**src/rtl/lfia_pkg.sv**
```systemverilog
// ============================================================================
// lfia_pkg
// Shared types, constants and helpers for the lowest-free ID allocator.
// ============================================================================
package lfia_pkg;

    // Payload widths fixed by the channel definitions.
    localparam int REQ_ID_W = 10;
    localparam int FUNC_W   = 2;

    // Default pool size.
    localparam int ID_COUNT_DEF = 1024;

    // The used bitmap is held as words of this many bits.
    localparam int WORD_W  = 32;
    localparam int WORD_LW = 5;

    // Operation codes carried in the func field.
    typedef enum logic [FUNC_W-1:0] {
        FUNC_ALLOC   = 2'd0,
        FUNC_CLAIM   = 2'd1,
        FUNC_RELEASE = 2'd2
    } func_t;

    // Sequencer states.
    typedef enum logic [2:0] {
        ST_CLEAR,
        ST_IDLE,
        ST_MOD,
        ST_SCAN,
        ST_RESP
    } state_t;

    // Index of the lowest set bit of a bitmap word (zero when none is set).
    function automatic logic [WORD_LW-1:0] lowest_set_index(input logic [WORD_W-1:0] w);
        logic [WORD_W-1:0]  iso;
        logic [WORD_LW-1:0] idx;
        iso = w & (~w + WORD_W'(1));
        idx = '0;
        for (int i = 0; i < WORD_W; i++)
        begin
            if (iso[i])
            begin
                idx = idx | WORD_LW'(i);
            end
        end
        return idx;
    endfunction

endpackage

```
**src/rtl/lfia_if.sv**
```systemverilog
// ============================================================================
// lfia_if
// Request and response channel interfaces of the lowest-free ID allocator.
// ============================================================================
interface lfia_req_if;
    logic                           valid;
    logic                           ready;
    logic [lfia_pkg::FUNC_W-1:0]    func;
    logic [lfia_pkg::REQ_ID_W-1:0]  req_id;

    modport source (output valid, output func, output req_id, input ready);
    modport sink   (input valid, input func, input req_id, output ready);
endinterface

interface lfia_rsp_if;
    logic                           valid;
    logic                           ready;
    logic [lfia_pkg::REQ_ID_W-1:0]  result_id;
    logic                           ok;

    modport source (output valid, output result_id, output ok, input ready);
    modport sink   (input valid, input result_id, input ok, output ready);
endinterface

```
**src/rtl/lowest_free_id_allocator_unit.sv**
```systemverilog
// Flow: a request that reads the bitmap goes from IDLE to MOD, which may update
// the target word, then to SCAN if the search must read further words (32 IDs
// each), then to RESP; any other request goes from IDLE straight to RESP.
// Throughput: one request in flight at a time; the next request is taken in the
// cycle after the response is loaded into the output register.
// Reset: the pointer clears at once; a clearing pass then writes one bitmap word
// a cycle over all ceil(ID_COUNT/32) words (32 by default) before any request is taken.
// ============================================================================
// lowest_free_id_allocator_unit
// Pool of ID_COUNT identifiers kept as a used bitmap in a word-wide memory and
// a lowest-free pointer, served by a small sequencer and a word-wide search.
// ============================================================================
module lowest_free_id_allocator_unit #(
    parameter int ID_COUNT = lfia_pkg::ID_COUNT_DEF
) (
    input  logic        clk,
    input  logic        rst_n,
    lfia_req_if.sink    req,
    lfia_rsp_if.source  rsp
);
    import lfia_pkg::*;

    // Pointer width: must hold ID_COUNT itself (pool full) and any req_id, so
    // that the range check on a request is a plain compare.
    localparam int PTR_NAT  = $clog2(ID_COUNT + 1);
    localparam int ID_W     = (PTR_NAT > REQ_ID_W + 1) ? PTR_NAT : REQ_ID_W + 1;
    // Word index width, able to reach one past the last word.
    localparam int WI_W     = ID_W - WORD_LW;
    localparam int ID_WORDS = (ID_COUNT + WORD_W - 1) / WORD_W;
    localparam int AW       = (ID_WORDS > 1) ? $clog2(ID_WORDS) : 1;
    localparam int REM_BITS = ID_COUNT % WORD_W;
    // Bits of the last word that stand for real identifiers.
    localparam logic [WORD_W-1:0] LAST_MASK =
        (REM_BITS == 0) ? {WORD_W{1'b1}} : ((WORD_W'(1) << REM_BITS) - WORD_W'(1));

    // ------------------------------------------------------------------
    // State
    // ------------------------------------------------------------------
    state_t                 state_reg, state_next;
    logic [ID_W-1:0]        lowest_free_reg, lowest_free_next;
    logic [FUNC_W-1:0]      func_reg, func_next;
    logic [ID_W-1:0]        tgt_reg, tgt_next;
    logic [REQ_ID_W-1:0]    res_reg, res_next;
    logic                   ok_reg, ok_next;
    logic [WI_W-1:0]        wd_reg, wd_next;
    logic [AW-1:0]          clr_reg, clr_next;
    logic                   out_valid_reg, out_valid_next;
    logic [REQ_ID_W-1:0]    out_id_reg, out_id_next;
    logic                   out_ok_reg, out_ok_next;

    // Bitmap memory: one write and one read port, registered read data.
    logic [WORD_W-1:0]      bitmap_mem [ID_WORDS];
    logic [WORD_W-1:0]      rdata_reg;
    logic                   mem_we, mem_re;
    logic [AW-1:0]          mem_waddr, mem_raddr;
    logic [WORD_W-1:0]      mem_wdata;

    // Helpers for the word that holds the target identifier.
    logic [ID_W-1:0]        req_tgt;
    logic [WORD_LW-1:0]     bitpos;
    logic [WORD_W-1:0]      onehot;
    logic [WI_W-1:0]        twd;
    logic [WI_W-1:0]        twd_inc;
    logic [WI_W-1:0]        wd_inc;
    logic [WORD_W-1:0]      set_word;
    logic [WORD_W-1:0]      free_here;
    logic [WORD_W-1:0]      free_scan;
    logic                   need_scan;
    logic                   load_out;

    function automatic logic [WORD_W-1:0] word_mask(input logic [WI_W-1:0] w);
        return (w == WI_W'(ID_WORDS - 1)) ? LAST_MASK : {WORD_W{1'b1}};
    endfunction

    assign req_tgt   = ID_W'(req.req_id);
    assign bitpos    = tgt_reg[WORD_LW-1:0];
    assign onehot    = WORD_W'(1) << bitpos;
    assign twd       = tgt_reg[ID_W-1:WORD_LW];
    assign twd_inc   = twd + WI_W'(1);
    assign wd_inc    = wd_reg + WI_W'(1);
    assign set_word  = rdata_reg | onehot;
    // Free identifiers strictly above the target in its own word.
    assign free_here = ~set_word & (~WORD_W'(1) << bitpos) & word_mask(twd);
    // Free identifiers in the word fetched by the upward search.
    assign free_scan = ~rdata_reg & word_mask(wd_reg);
    assign load_out  = (state_reg == ST_RESP) && (!out_valid_reg || rsp.ready);

    assign req.ready     = (state_reg == ST_IDLE);
    assign rsp.valid     = out_valid_reg;
    assign rsp.result_id = out_id_reg;
    assign rsp.ok        = out_ok_reg;

    // ------------------------------------------------------------------
    // Bitmap memory
    // ------------------------------------------------------------------
    always_ff @(posedge clk)
    begin
        if (mem_we)
        begin
            bitmap_mem[mem_waddr] <= mem_wdata;
        end
        if (mem_re)
        begin
            rdata_reg <= bitmap_mem[mem_raddr];
        end
    end

    // ------------------------------------------------------------------
    // Control registers
    // ------------------------------------------------------------------
    always_ff @(posedge clk or negedge rst_n)
    begin
        if (!rst_n)
        begin
            state_reg       <= ST_CLEAR;
            lowest_free_reg <= '0;
            clr_reg         <= '0;
            out_valid_reg   <= 1'b0;
        end
        else
        begin
            state_reg       <= state_next;
            lowest_free_reg <= lowest_free_next;
            clr_reg         <= clr_next;
            out_valid_reg   <= out_valid_next;
        end
    end

    // Payload registers carry no reset.
    always_ff @(posedge clk)
    begin
        func_reg   <= func_next;
        tgt_reg    <= tgt_next;
        res_reg    <= res_next;
        ok_reg     <= ok_next;
        wd_reg     <= wd_next;
        out_id_reg <= out_id_next;
        out_ok_reg <= out_ok_next;
    end

    // ------------------------------------------------------------------
    // Sequencer
    // ------------------------------------------------------------------
    always_comb
    begin
        state_next       = state_reg;
        lowest_free_next = lowest_free_reg;
        func_next        = func_reg;
        tgt_next         = tgt_reg;
        res_next         = res_reg;
        ok_next          = ok_reg;
        wd_next          = wd_reg;
        clr_next         = clr_reg;
        out_valid_next   = out_valid_reg;
        out_id_next      = out_id_reg;
        out_ok_next      = out_ok_reg;
        mem_we           = 1'b0;
        mem_waddr        = twd[AW-1:0];
        mem_wdata        = set_word;
        mem_re           = 1'b0;
        mem_raddr        = twd[AW-1:0];
        need_scan        = 1'b0;

        // The consumer takes the held response.
        if (out_valid_reg && rsp.ready)
        begin
            out_valid_next = 1'b0;
        end

        case (state_reg)
            ST_CLEAR:
            begin
                // Write the bitmap to all free, one word a cycle.
                mem_we    = 1'b1;
                mem_waddr = clr_reg;
                mem_wdata = '0;
                clr_next  = clr_reg + AW'(1);
                if (clr_reg == AW'(ID_WORDS - 1))
                begin
                    state_next = ST_IDLE;
                end
            end

            ST_IDLE:
            begin
                if (req.valid)
                begin
                    func_next  = req.func;
                    res_next   = req.req_id;
                    ok_next    = 1'b0;
                    state_next = ST_RESP;
                    case (req.func)
                        FUNC_ALLOC:
                        begin
                            tgt_next = lowest_free_reg;
                            if (lowest_free_reg == ID_W'(ID_COUNT))
                            begin
                                res_next = '0;
                            end
                            else
                            begin
                                res_next   = lowest_free_reg[REQ_ID_W-1:0];
                                mem_re     = 1'b1;
                                mem_raddr  = lowest_free_reg[WORD_LW+AW-1:WORD_LW];
                                state_next = ST_MOD;
                            end
                        end
                        FUNC_CLAIM, FUNC_RELEASE:
                        begin
                            tgt_next = req_tgt;
                            if (req_tgt < ID_W'(ID_COUNT))
                            begin
                                mem_re     = 1'b1;
                                mem_raddr  = req_tgt[WORD_LW+AW-1:WORD_LW];
                                state_next = ST_MOD;
                            end
                            else if (req.func == FUNC_RELEASE)
                            begin
                                // Release beyond the pool is ignored but succeeds.
                                ok_next = 1'b1;
                            end
                        end
                        default:
                        begin
                            ok_next = 1'b0;
                        end
                    endcase
                end
            end

            ST_MOD:
            begin
                // Read-modify-write of the target word.
                state_next = ST_RESP;
                case (func_reg)
                    FUNC_ALLOC:
                    begin
                        mem_we    = 1'b1;
                        ok_next   = 1'b1;
                        need_scan = 1'b1;
                    end
                    FUNC_CLAIM:
                    begin
                        if (!(|(rdata_reg & onehot)))
                        begin
                            mem_we    = 1'b1;
                            ok_next   = 1'b1;
                            need_scan = (tgt_reg == lowest_free_reg);
                        end
                    end
                    FUNC_RELEASE:
                    begin
                        mem_we    = 1'b1;
                        mem_wdata = rdata_reg & ~onehot;
                        ok_next   = 1'b1;
                        if (tgt_reg < lowest_free_reg)
                        begin
                            lowest_free_next = tgt_reg;
                        end
                    end
                    default:
                    begin
                        ok_next = 1'b0;
                    end
                endcase

                if (need_scan)
                begin
                    if (|free_here)
                    begin
                        lowest_free_next = {twd, lowest_set_index(free_here)};
                    end
                    else if (twd_inc == WI_W'(ID_WORDS))
                    begin
                        lowest_free_next = ID_W'(ID_COUNT);
                    end
                    else
                    begin
                        mem_re     = 1'b1;
                        mem_raddr  = twd_inc[AW-1:0];
                        wd_next    = twd_inc;
                        state_next = ST_SCAN;
                    end
                end
            end

            ST_SCAN:
            begin
                // Check one word a cycle while fetching the next one.
                if (|free_scan)
                begin
                    lowest_free_next = {wd_reg, lowest_set_index(free_scan)};
                    state_next       = ST_RESP;
                end
                else if (wd_inc == WI_W'(ID_WORDS))
                begin
                    lowest_free_next = ID_W'(ID_COUNT);
                    state_next       = ST_RESP;
                end
                else
                begin
                    mem_re    = 1'b1;
                    mem_raddr = wd_inc[AW-1:0];
                    wd_next   = wd_inc;
                end
            end

            ST_RESP:
            begin
                // Hand the result to the output register once it is free.
                if (load_out)
                begin
                    out_valid_next = 1'b1;
                    out_id_next    = res_reg;
                    out_ok_next    = ok_reg;
                    state_next     = ST_IDLE;
                end
            end

            default:
            begin
                state_next = ST_IDLE;
            end
        endcase
    end

    // ------------------------------------------------------------------
    // Assertions
    // ------------------------------------------------------------------
    // The pointer never goes past the pool size.
    a_ptr_range: assert property (@(posedge clk) disable iff (!rst_n)
        lowest_free_reg <= ID_W'(ID_COUNT))
        else $error("lowest-free pointer beyond pool size");

    // No request is taken while the clearing pass is running.
    a_no_req_in_clear: assert property (@(posedge clk) disable iff (!rst_n)
        (state_reg == ST_CLEAR) |-> !req.ready)
        else $error("request transfer during clearing pass");

    // A finished result shows up on the response channel in the next cycle.
    a_resp_follows: assert property (@(posedge clk) disable iff (!rst_n)
        load_out |=> (rsp.valid && (rsp.result_id == $past(res_reg))))
        else $error("finished result not presented");

    // The search only walks words inside the bitmap.
    a_scan_in_range: assert property (@(posedge clk) disable iff (!rst_n)
        (state_reg == ST_SCAN) |-> (wd_reg < WI_W'(ID_WORDS)))
        else $error("scan word index out of range");

endmodule
```
**src/flat_wrapper.sv**
```systemverilog
// flat-port wrapper written by rule: the top's interface ports become plain ports
module lowest_free_id_allocator_unit_flat import lfia_pkg::*;
#(
    parameter int ID_COUNT = lfia_pkg::ID_COUNT_DEF
)
  (clk, rst_n, req_valid, req_func, req_req_id, req_ready, rsp_valid, rsp_result_id, rsp_ok, rsp_ready);
  lfia_req_if req_i ();
  lfia_rsp_if rsp_i ();
  input  logic clk;
  input  logic rst_n;
  input wire logic [$bits(req_i.valid)-1:0] req_valid;
  input wire logic [$bits(req_i.func)-1:0] req_func;
  input wire logic [$bits(req_i.req_id)-1:0] req_req_id;
  output wire logic [$bits(req_i.ready)-1:0] req_ready;
  output wire logic [$bits(rsp_i.valid)-1:0] rsp_valid;
  output wire logic [$bits(rsp_i.result_id)-1:0] rsp_result_id;
  output wire logic [$bits(rsp_i.ok)-1:0] rsp_ok;
  input wire logic [$bits(rsp_i.ready)-1:0] rsp_ready;
  assign req_i.valid = req_valid;
  assign req_i.func = req_func;
  assign req_i.req_id = req_req_id;
  assign req_ready = req_i.ready;
  assign rsp_valid = rsp_i.valid;
  assign rsp_result_id = rsp_i.result_id;
  assign rsp_ok = rsp_i.ok;
  assign rsp_i.ready = rsp_ready;
  lowest_free_id_allocator_unit #(.ID_COUNT(ID_COUNT)) u_core (.clk(clk), .rst_n(rst_n), .req(req_i), .rsp(rsp_i));
endmodule
```
**config.mk**
```make
export PLATFORM = sky130hd
export DESIGN_NAME = lowest_free_id_allocator_unit_flat
export DESIGN_NICKNAME = d
export VERILOG_FILES = /design/src/rtl/lfia_pkg.sv /design/src/rtl/lfia_if.sv /design/src/rtl/lowest_free_id_allocator_unit.sv /design/src/flat_wrapper.sv
export SDC_FILE = /design/constraint.sdc
export NUM_CORES = 2
export LEC_CHECK = 0
export BUFFER_PORTS_ARGS = -buffer_cell sky130_fd_sc_hd__buf_4
export CAP_MARGIN = 10
export CORE_MARGIN = 4
export CORE_UTILIZATION = 36
export CTS_CLUSTER_SIZE = 14
export DETAILED_ROUTE_END_ITERATION = 8
export PLACE_DENSITY = 0.59
export SLEW_MARGIN = 20
export SYNTH_ARGS = -nofsm -noshare
export SYNTH_HDL_FRONTEND = slang
export SYNTH_SLANG_ARGS = --single-unit
```
**constraint.sdc**
```tcl
create_clock -name clk -period 5.55 [get_ports clk]
set_clock_uncertainty 0.15 [all_clocks]
set_input_delay 1.11 -clock clk [delete_from_list [all_inputs] [get_ports clk]]
set_output_delay 1.11 -clock clk [all_outputs]
set_load 0.02 [all_outputs]
```
==> flow_metrics.env <==
export IMPL_grt_max_degree=148
export IMPL_relSlewSlack_pct=32.6
export IMPL_ys_ff_latch=1117
export IMPL_synth_area_top_cells="edfxtp_1, mux2i_1, a211oi_1"
export IMPL_fin_cells=5314
export IMPL_end_kind="flip-flop"
export IMPL_gp_congestion=1.01
export IMPL_min_period_over_period_pct=96.1
export IMPL_clkSlewWorstSetupHoldPaths_ns=0.06
export IMPL_synth_top_area_cell="edfxtp_1"
export IMPL_syn2layout_area_growth_pct=16.8
export IMPL_synth_most_common_cell="edfxtp_1"
export IMPL_numCtsBuffers=113
export IMPL_core_area_um2=130000
export IMPL_ctsResizeCount=0
export IMPL_fmax_mhz=187
export IMPL_synthDistinctLibCells=80
export IMPL_grt_pass1_wl_um=208000
export IMPL_cap_violations=0
export IMPL_route_detailed_drc=0
export IMPL_path_max_fanout=61
export IMPL_firstDrtPassIters=7
export IMPL_dieHeight_um=371
export IMPL_worstSetupPathType="reg2reg"
export IMPL_yosysTopAreaCellShare_pct=69.5
export IMPL_num_io_pins=29
export IMPL_whs_ns=0.125
export IMPL_num_rows=132
export IMPL_min_period_ns=5.34
export IMPL_tritoncts="done"
export IMPL_p_total_uw=28600
export IMPL_wl_per_cell_um=27.1
export IMPL_grt_usage_pct=20.5
export IMPL_tns_ns=0
export IMPL_syn_inst=3341
export IMPL_p_per_area_nw_per_um2=517
export IMPL_finalMaxSlewViolations=0
export IMPL_insertion_delay_ns=0.72
export IMPL_tightest_slew_ns=1.01
export IMPL_multi_input_area_um2=13500
export IMPL_ant_nets=0
export IMPL_wl_um=144000
export IMPL_drt_iter0_drc=3674
export IMPL_setup_violations_final=0
export IMPL_p_leak_uw=0.0189
export IMPL_required_ns=5.85
export IMPL_io_buffer_count=28
export IMPL_largest_register_ff_count=1024
export IMPL_drive_gt1_share_pct=15.3
export IMPL_grt_antenna_before_repair=1
export IMPL_h_tree_depth=3
export IMPL_dp_cells=5087
export IMPL_cts_hold_buf=0
export IMPL_vias=31000
export IMPL_async_flop_share_pct=1.79
export IMPL_worst_ep_arrival_time_ns=5.64
export IMPL_overflow=0
export IMPL_yosysWarnings=0
export IMPL_timing_hold_violations_final=0
export IMPL_placed_area_um2=51600
export IMPL_hold_path_class="in2async"
export IMPL_via_per_inst=5.83
export IMPL_die_x_um=371
export IMPL_synth_common_cells="edfxtp_1, nand2_1, a211oi_1"
export IMPL_rsz0062_at_grt="no"
export IMPL_syn_area_per_cell_um2=14.2
export IMPL_clk_path_buf_depth=3
export IMPL_die_area_um2=138000
export IMPL_synth_edf_count=1097
export IMPL_peakVddDrop_mv=0.319
export IMPL_worst_setup_path_start_kind="flip-flop"
export IMPL_regArea_um2=33400
export IMPL_fin_area_um2=55400
export IMPL_post_cts_buffers=0
export IMPL_cts_sinks=1117
export IMPL_grt_pass1_vias=29300
export IMPL_nNetsFinal=3515
export IMPL_start_util_pct=36.4
export IMPL_root_buffer="clkbuf_16"
export IMPL_layout_filler_cells=11800
export IMPL_synth_yosys_seq_area_share_pct=70.5
export IMPL_hpwlAfterDp_um=83800
export IMPL_outcome="finished, final reports clean"
export IMPL_synth_fp_nets=3374
export IMPL_synth_flop_cell="edfxtp_1"
export IMPL_synth_area_um2=47400
==> power breakdown <==
group          internal (µW)  switching (µW)
sequential             11100             368
clock                   4230            3210
combinational           3170            6590
total                  18500           10200
==> worst max-delay path: stages, from the launching register on <==
cell,delay (ns)
edfxtp_1,0.62
clkinv_1,0.47
nor2_1,0.28
buf_4,0.18
a21oi_1,0.19
and4bb_2,0.41
nand2_1,0.18
o211ai_1,0.53
buf_4,0.29
nand2_4,0.23
buf_12,0.28
a211oi_1,0.41
a211oi_1,0.09
nor4_1,0.42
buf_4,0.19
o211ai_1,0.07
==> cell families after synthesis <==
kind of cell / after synthesis / synth area share [%]
mux: 247 / 5.31
flops: 1117 / 70.5
buf+inv: 285 / 2.53
compound gates: 752 / 11.4
fa+ha+maj: 17 / 0.449
simple gates: 912 / 9.55
xor+xnor: 11 / 0.203
==> stage by stage <==
stage	utilization [%]	setup WS (ns)
after floorplan	-	0.497
after global placement	39.6	0.160
after detailed placement	39.6	0.144
after CTS	42.4	0.153
after global routing	42.6	0.0350
final	42.6	0.215
==> per-layer routing <==
layer / GRT usage (%) / up-vias / wire, µm
met5: 0 / - / 0
met4: 8.25 / 0 / 5910
met3: 3.38 / 269 / 11600
met2: 31.7 / 1427 / 65400
met1: 28.8 / 15700 / 61100
li1: - / 13500 / -
==> area by class of cell <==
class | count | share of cell area (%)
flip-flops and latches | 1117 | 60.4
clock inverters | 76 | 1.16
diodes | 1 | 0.00452
well taps | 1742 | 3.93
clock buffers | 128 | 5.28
multi-input cells | 1939 | 24.4
repair buffers | 273 | 4.59
inverters | 38 | 0.257
==> cell usage in the layout (no fill, tap or decap), drive strengths merged, types with 55 or more instances in the layout <==
master  instances
buf           273
mux2i         236
and3          166
a21oi         100
o21ai          63
nor2          116
clkinv         55
a31oi          75
nand3          89
nand2         342
clkbuf        128
a211oi        271
edfxtp       1097
==> final timing paths <==
kind / end / slack (ns) / depth (start not counted) / startpoint
worst max-delay path: u_core.rdata_reg[25] / 0.21 / 15 / u_core.tgt_reg[4]
max in group asynchronous: u_core.state_reg[2] / 4.87 / 1 / rst_n
min in group clk: u_core.rsp.result_id[1] / 0.27 / 0 / u_core.res_reg[1]
worst min register to register: u_core.rsp.result_id[1] / 0.27 / 0 / u_core.res_reg[1]
worst min-delay path: u_core.lowest_free_reg[1] / 0.13 / 1 / rst_n
worst max register to register: u_core.rdata_reg[25] / 0.21 / 15 / u_core.tgt_reg[4]
Note: power is estimated with default switching activity, not from simulation.
